## src/design/ptt_pkg.sv

```systemverilog
// Shared types, codes and constants for the push-to-talk capture controller.
package ptt_pkg;

	localparam int unsigned MS_PER_SECOND = 1000;

	localparam logic [15:0] SAMPLE_RATE_RST = 16'd16000;
	localparam logic [4:0]  MAX_SECONDS_RST = 5'd10;
	localparam logic [9:0]  DEBOUNCE_RST    = 10'd50;

	localparam logic [1:0] REG_SAMPLE_RATE = 2'd0;
	localparam logic [1:0] REG_MAX_SECONDS = 2'd1;
	localparam logic [1:0] REG_DEBOUNCE    = 2'd2;

	localparam logic [1:0] MODE_TICK   = 2'd0;
	localparam logic [1:0] MODE_KEY    = 2'd1;
	localparam logic [1:0] MODE_SAMPLE = 2'd2;

	localparam logic [2:0] EV_NONE     = 3'd0;
	localparam logic [2:0] EV_STARTED  = 3'd1;
	localparam logic [2:0] EV_STOP_KEY = 3'd2;
	localparam logic [2:0] EV_TIMEOUT  = 3'd3;
	localparam logic [2:0] EV_FULL     = 3'd4;

	typedef struct packed {
		logic [1:0]         mode;
		logic               key_pressed;
		logic signed [15:0] sample;
	} ptt_item_t;

	typedef struct packed {
		logic               listening;
		logic [2:0]         event_res;
		logic               write_valid;
		logic [20:0]        write_addr;
		logic signed [15:0] write_data;
		logic [20:0]        fill_count;
		logic [15:0]        peak_level;
		logic [31:0]        elapsed;
		logic [31:0]        last_duration;
		logic [15:0]        last_peak;
		logic [20:0]        last_frames;
	} ptt_result_t;

endpackage

```

## src/design/push_to_talk_capture_control_top.sv

```systemverilog
// Push-to-talk capture controller: key debounce, capture timing and sample write control.
//
//  channel  | handshake                        | payload
//  ---------+----------------------------------+-------------------
//  item     | item_valid / item_stall          | ptt_item_t
//  result   | result_valid / result_stall      | ptt_result_t
//  config   | psel penable pwrite pready (APB) | paddr pwdata prdata
//
// One beat per cycle unless the result stalls: an item is registered, the control
// state is updated by one pass of compare/update logic, and the result lands in an
// output register; result_valid rises when that register is loaded.
// Reset clears all control state and loads the register defaults.
// A stalled result holds; one more item may wait in the input register meanwhile.
module push_to_talk_capture_control_top
	import ptt_pkg::*;
(
	input  logic        clk,
	input  logic        arst_n,
	input  logic        item_valid,
	output logic        item_stall,
	input  ptt_item_t   item,
	output logic        result_valid,
	input  logic        result_stall,
	output ptt_result_t result,
	input  logic        psel,
	input  logic        penable,
	input  logic        pwrite,
	input  logic [3:0]  paddr,
	input  logic [31:0] pwdata,
	output logic [31:0] prdata,
	output logic        pready
);

	function automatic logic diff_at_least(logic [31:0] later, logic [31:0] earlier,
		logic [31:0] bound);
		logic [31:0] d;
		d = later - earlier;
		return !d[31] && (d >= bound);
	endfunction

	logic [15:0] sample_rate_q;
	logic [4:0]  max_seconds_q;
	logic [9:0]  debounce_q;

	logic        valid_s1;
	ptt_item_t   item_s1;
	logic        advance;

	logic [31:0] clock_q, last_edge_q, start_q, dur_q;
	logic        key_prev_q, active_q;
	logic [20:0] fill_q, dframes_q;
	logic [15:0] peak_q, dpeak_q;

	logic [31:0] clock_n, last_edge_n, start_n, dur_n;
	logic        key_prev_n, active_n;
	logic [20:0] fill_n, dframes_n;
	logic [15:0] peak_n, dpeak_n;

	logic [2:0]  ev;
	logic        wv;
	logic [20:0] wa;
	logic [15:0] wd;

	logic [5:0]  secs_plus1;
	logic [20:0] capacity;
	logic [14:0] limit_ms;
	logic [15:0] mag;

	// config port
	assign pready = 1'b1;

	always_ff @(posedge clk or negedge arst_n) begin
		if (!arst_n) begin
			sample_rate_q <= SAMPLE_RATE_RST;
			max_seconds_q <= MAX_SECONDS_RST;
			debounce_q    <= DEBOUNCE_RST;
		end else if (psel && penable && pwrite) begin
			case (paddr[3:2])
				REG_SAMPLE_RATE: sample_rate_q <= pwdata[15:0];
				REG_MAX_SECONDS: max_seconds_q <= pwdata[4:0];
				REG_DEBOUNCE:    debounce_q    <= pwdata[9:0];
				default: ;
			endcase
		end
	end

	always_comb begin
		case (paddr[3:2])
			REG_SAMPLE_RATE: prdata = {16'd0, sample_rate_q};
			REG_MAX_SECONDS: prdata = {27'd0, max_seconds_q};
			REG_DEBOUNCE:    prdata = {22'd0, debounce_q};
			default:         prdata = 32'd0;
		endcase
	end

	// handshake
	assign advance    = valid_s1 && (!result_valid || !result_stall);
	assign item_stall = valid_s1 && !advance;

	always_ff @(posedge clk or negedge arst_n) begin
		if (!arst_n) begin
			valid_s1 <= 1'b0;
		end else if (item_valid && !item_stall) begin
			valid_s1 <= 1'b1;
		end else if (advance) begin
			valid_s1 <= 1'b0;
		end
	end

	always_ff @(posedge clk) begin
		if (item_valid && !item_stall) begin
			item_s1 <= item;
		end
	end

	// derived limits; the largest capacity still fits 21 bits
	assign secs_plus1 = {1'b0, max_seconds_q} + 6'd1;
	assign capacity   = 21'(sample_rate_q) * 21'(secs_plus1);
	assign limit_ms   = 15'(max_seconds_q) * 15'(MS_PER_SECOND);
	assign mag        = item_s1.sample[15] ? (~item_s1.sample + 16'd1) : item_s1.sample;

	always_comb begin
		clock_n     = clock_q;
		last_edge_n = last_edge_q;
		start_n     = start_q;
		dur_n       = dur_q;
		key_prev_n  = key_prev_q;
		active_n    = active_q;
		fill_n      = fill_q;
		dframes_n   = dframes_q;
		peak_n      = peak_q;
		dpeak_n     = dpeak_q;
		ev          = EV_NONE;
		wv          = 1'b0;
		wa          = 21'd0;
		wd          = 16'd0;
		case (item_s1.mode)
			MODE_TICK: begin
				clock_n = clock_q + 32'd1;
			end
			MODE_KEY: begin
				if (item_s1.key_pressed && !key_prev_q &&
					diff_at_least(clock_q, last_edge_q, {22'd0, debounce_q})) begin
					last_edge_n = clock_q;
					if (active_q) begin
						active_n  = 1'b0;
						dur_n     = clock_q - start_q;
						dpeak_n   = peak_q;
						dframes_n = fill_q;
						ev        = EV_STOP_KEY;
					end else begin
						fill_n    = 21'd0;
						peak_n    = 16'd0;
						start_n   = clock_q;
						dframes_n = 21'd0;
						active_n  = 1'b1;
						ev        = EV_STARTED;
					end
				end
				key_prev_n = item_s1.key_pressed;
				if (active_n && diff_at_least(clock_q, start_n, {17'd0, limit_ms})) begin
					active_n  = 1'b0;
					dur_n     = clock_q - start_n;
					dpeak_n   = peak_n;
					dframes_n = fill_n;
					ev        = EV_TIMEOUT;
				end
			end
			MODE_SAMPLE: begin
				if (active_q) begin
					if (fill_q < capacity) begin
						wv = 1'b1;
						wa = fill_q;
						wd = item_s1.sample;
						if (mag > peak_q) begin
							peak_n = mag;
						end
						fill_n = fill_q + 21'd1;
					end
					if (fill_n >= capacity) begin
						active_n  = 1'b0;
						dur_n     = clock_q - start_q;
						dpeak_n   = peak_n;
						dframes_n = fill_n;
						ev        = EV_FULL;
					end
				end
			end
			default: ;
		endcase
	end

	always_ff @(posedge clk or negedge arst_n) begin
		if (!arst_n) begin
			clock_q     <= 32'd0;
			last_edge_q <= 32'd0;
			start_q     <= 32'd0;
			dur_q       <= 32'd0;
			key_prev_q  <= 1'b0;
			active_q    <= 1'b0;
			fill_q      <= 21'd0;
			dframes_q   <= 21'd0;
			peak_q      <= 16'd0;
			dpeak_q     <= 16'd0;
		end else if (advance) begin
			clock_q     <= clock_n;
			last_edge_q <= last_edge_n;
			start_q     <= start_n;
			dur_q       <= dur_n;
			key_prev_q  <= key_prev_n;
			active_q    <= active_n;
			fill_q      <= fill_n;
			dframes_q   <= dframes_n;
			peak_q      <= peak_n;
			dpeak_q     <= dpeak_n;
		end
	end

	// result register
	always_ff @(posedge clk or negedge arst_n) begin
		if (!arst_n) begin
			result_valid <= 1'b0;
		end else if (advance) begin
			result_valid <= 1'b1;
		end else if (!result_stall) begin
			result_valid <= 1'b0;
		end
	end

	always_ff @(posedge clk) begin
		if (advance) begin
			result.listening     <= active_n;
			result.event_res     <= ev;
			result.write_valid   <= wv;
			result.write_addr    <= wa;
			result.write_data    <= wd;
			result.fill_count    <= fill_n;
			result.peak_level    <= peak_n;
			result.elapsed       <= active_n ? (clock_n - start_n) : 32'd0;
			result.last_duration <= dur_n;
			result.last_peak     <= dpeak_n;
			result.last_frames   <= dframes_n;
		end
	end

endmodule

```

## config.mk

```make
export PLATFORM = sky130hd
export DESIGN_NAME = push_to_talk_capture_control_top
export DESIGN_NICKNAME = d
export VERILOG_FILES = /design/src/design/ptt_pkg.sv /design/src/design/push_to_talk_capture_control_top.sv
export SDC_FILE = /design/constraint.sdc
export NUM_CORES = 1
export LEC_CHECK = 0
export BUFFER_PORTS_ARGS = -buffer_cell sky130_fd_sc_hd__buf_4
export CORE_MARGIN = 4
export CORE_UTILIZATION = 30
export CTS_CLUSTER_SIZE = 14
export DETAILED_ROUTE_END_ITERATION = 8
export GPL_TIMING_DRIVEN = 0
export HOLD_SLACK_MARGIN = 0.06
export PLACE_DENSITY = 0.56
export SETUP_SLACK_MARGIN = 0.5
export SLEW_MARGIN = 20
export SYNTH_ARGS = -nofsm -noshare
export SYNTH_HDL_FRONTEND = slang
export SYNTH_SLANG_ARGS = --single-unit
export TNS_END_PERCENT = 1
```

## constraint.sdc

```tcl
create_clock -name clk -period 20.7 [get_ports clk]
set_clock_uncertainty 0.05 [all_clocks]
set_input_delay 1.035 -clock clk [delete_from_list [all_inputs] [get_ports clk]]
set_output_delay 1.035 -clock clk [all_outputs]
set_load 0.01 [all_outputs]
```

==> impl_metrics.env <==
export IMPL_setup_tns_ns=0
export IMPL_syn_mean_instance_area_um2=9.14
export IMPL_drc_errors=0
export IMPL_min_period_ns=14.60
export IMPL_ir_worst_vdd_mv=0.0790
export IMPL_diodes=0
export IMPL_htreeDepth=2
export IMPL_ys_warn_count=0
export IMPL_netlist_area_mm2=0.0339
export IMPL_instances_no_fill=5559
export IMPL_insertion_delay_ns=0.67
export IMPL_outcome="complete, no violations"
export IMPL_drt_wirelength_per_cell_um=21.7
export IMPL_port_buffers=239
export IMPL_rsz0062_at_grt="false"
export IMPL_cts_tree="done"
export IMPL_num_rows=122
export IMPL_drt_pass1_iter_count=7
export IMPL_finalHoldViolCount=0
export IMPL_drtIter0Drc=2645
export IMPL_io_pins=277
export IMPL_final_nets=4417
export IMPL_cts_resized=0
export IMPL_initial_utilization=0.304
export IMPL_post_cts_buffers=0
export IMPL_clock_root_buffer="clkbuf_16"
export IMPL_synth_top_cell_by_area="edfxtp_1"
export IMPL_hold_buffers=0
export IMPL_grt_total_usage=0.198
export IMPL_critPathKind="reg -> reg"
export IMPL_cp_slowest_cell="buf_1"
export IMPL_grt_pass1_wl_um=180000
export IMPL_critical_path_required_ns=20.98
export IMPL_multi_input_area_mm2=0.0200
export IMPL_finalCritPeriodShare=0.705
export IMPL_antenna_found_initial=2
export IMPL_drive_above_1_share=0.124
export IMPL_grt_max_degree=87
export IMPL_die_w_um=344
export IMPL_fp_dieArea_mm2=0.118
export IMPL_max_slew_margin=0.249
export IMPL_maxCapViolations=0
export IMPL_holdWs_ns=0.325
export IMPL_synth_seq_area_share=0.352
export IMPL_maxSlewViolCount=0
export IMPL_cp_max_fo=13
export IMPL_grt_overflow=0
export IMPL_yosysUniqueCellTypes=110
export IMPL_crit_arrival_ns=14.89
export IMPL_synth_area_leaders="edfxtp_1 (18%), dfrtp_1 (17%), ha_1 (9.6%)"
export IMPL_viasPerCell=5.33
export IMPL_nFillCells=11500
export IMPL_area_delta_synth_final_pct=17.3
export IMPL_start_kind="flop"
export IMPL_antenna_left=0
export IMPL_async_flop_share=0.544
export IMPL_coreArea_mm2=0.111
export IMPL_fmax_mhz=68.5
export IMPL_synth_cells=3704
export IMPL_synth_main_ff_cell="dfrtp_1"
export IMPL_p_per_area_mw_per_mm2=86.3
export IMPL_ys_ff_latch=436
export IMPL_placedCellCount=5459
export IMPL_cts_buffers=53
export IMPL_setup_violations=0
export IMPL_regArea_mm2=0.0119
export IMPL_cp_end_kind="flop"
export IMPL_tightest_slew_ns=1.12
export IMPL_clock_sinks=436
export IMPL_hpwl_um=94100
export IMPL_synth_edf_count=199
export IMPL_vias=29600
export IMPL_cpPeakStageDelay_ns=0.89
export IMPL_power_leakage_nw=17.5
export IMPL_min_path_type="in -> async"
export IMPL_grt_pass1_vias=28400
export IMPL_place_congestion=0.969
export IMPL_clk_pin_slew_ns=0.06
export IMPL_cts_max_path_buffers=3
export IMPL_chipHeight_um=344
export IMPL_routed_wl_um=121000
export IMPL_synth_top_area_frac=0.176
==> area by class of cell <==
type                            instances  area share
Tap cell                             1488      0.0469
Clock inverter                         28     0.00891
Sequential cell                       436       0.300
Clock buffer                           72      0.0377
Inverter                              265      0.0250
Buffer                                223      0.0272
Multi-Input combinational cell       2795       0.503
Timing Repair Buffer                  252      0.0515
==> registers in the layout (all words and copies together), names as in the netlist <==
register,cells
clock_q,32
max_seconds_q,5
key_prev_q,1
sample_rate_q,16
item_s1,19
last_edge_q,32
start_q,32
fill_q,21
debounce_q,10
dur_q,32
valid_s1,1
dframes_q,21
dpeak_q,16
result_valid,1
peak_q,16
active_q,1
result,180
==> synth_stat cells (all sizes together), types with 20 or more instances <==
library cell  count
ha              260
nand2b           27
a21o             64
o21bai           20
nor2            234
o21a             39
mux2             46
buf              58
xor2             66
and2            107
fa               69
clkbuf          159
a221o            69
a21oi           183
nand2           415
a22oi            25
nand4            28
xnor2           141
o21ai           291
edfxtp          199
and3             62
or3              22
dfrtp           226
nor3             82
inv             263
a31oi            20
mux2i            60
a22o             34
nand3            73
o31ai            32
o211ai           43
nor2b            22
==> layout by cell type (no fill, tap or decap), drive strengths merged, types with 15 or more instances in the layout <==
cell,n
nand2,415
buf,310
o21ai,291
inv,268
ha,260
nor2,234
clkbuf,231
dfrtp,226
edfxtp,199
a21oi,183
xnor2,141
and2,107
nor3,82
nand3,73
a221o,69
fa,69
xor2,66
a21o,64
and3,62
mux2i,60
mux2,46
o211ai,43
o21a,39
a22o,34
o31ai,32
nand4,28
nand2b,27
a22oi,25
nor2b,22
or3,22
o21bai,20
a31oi,20
conb,17
o221ai,15
or2,15
a211oi,15
==> per-stage QoR <==
| stage | power (mW) | setup WS [ns] | cell area [µm²] | utilization |
|---|---|---|---|---|
| CTS | 3.48 | 6.15 | 39700 | 0.356 |
| global placement | 2.46 | 5.21 | 37600 | 0.337 |
| global route | 3.70 | 5.06 | 39700 | 0.356 |
| floorplan | 2.00 | 9.69 | 33900 | - |
| detailed placement | 2.47 | 6.23 | 37900 | 0.340 |
| finish | 3.43 | 6.10 | 39700 | 0.356 |
==> per-layer routing <==
| metal | global-route usage | vias up | wire [µm] |
|---|---|---|---|
| met5 | 0 | - | 13 |
| met4 | 0.0588 | 2 | 3760 |
| met3 | 0.0324 | 183 | 7410 |
| met2 | 0.320 | 1004 | 55100 |
| met1 | 0.272 | 14500 | 54400 |
| li1 | - | 13900 | - |
==> cell families after synthesis <==
logic type                 share of synthesized area
xor gates and xnor gates                      0.0538
muxes                                         0.0330
and+or+nand+nor                                0.163
buffers and inverters                         0.0612
adders and majority gates                      0.138
other                                       0.000222
AOI/OAI and AO/OA                              0.199
DFF                                            0.352
==> worst max-delay path, delay by kind of cell, from the launching register on <==
kind | cells | cell delay, ns
AO/OA/AOI/OAI | 27 | 4.85
XOR/XNOR | 3 | 1.09
adder cells (fa/ha/maj) | 7 | 2.77
buffers and inverters | 7 | 2.46
flip-flops | 1 | 0.77
AND/OR/NAND/NOR | 11 | 2.21
==> path summary, 6_finish.rpt <==
| check | start | to | slack, ns | cells past startpoint |
|---|---|---|---|---|
| hold reg to reg | valid_s1$_DFFE_PN0P_ | result_valid$_DFFE_PN0P_ | 0.44 | 1 |
| min in group clk | valid_s1$_DFFE_PN0P_ | result_valid$_DFFE_PN0P_ | 0.44 | 1 |
| setup / recovery | max_seconds_q[0]$_DFFE_PN0P_ | result[62]$_DFFE_PP_ | 6.10 | 55 |
| setup reg to reg | max_seconds_q[0]$_DFFE_PN0P_ | result[62]$_DFFE_PP_ | 6.10 | 55 |
| hold / removal | arst_n | debounce_q[0]$_DFFE_PN0P_ | 0.33 | 1 |
| max in group asynchronous | arst_n | key_prev_q$_DFFE_PN0P_ | 19.31 | 2 |
==> report_power, final <==
group / switching, mW / internal, mW / total [mW]
Combinational: 0.861 / 0.561 / 1.42
Clock: 0.429 / 0.567 / 0.996
Sequential: 0.0529 / 0.956 / 1.01
Total: 1.34 / 2.08 / 3.43
(Power assumes the default switching activity.)
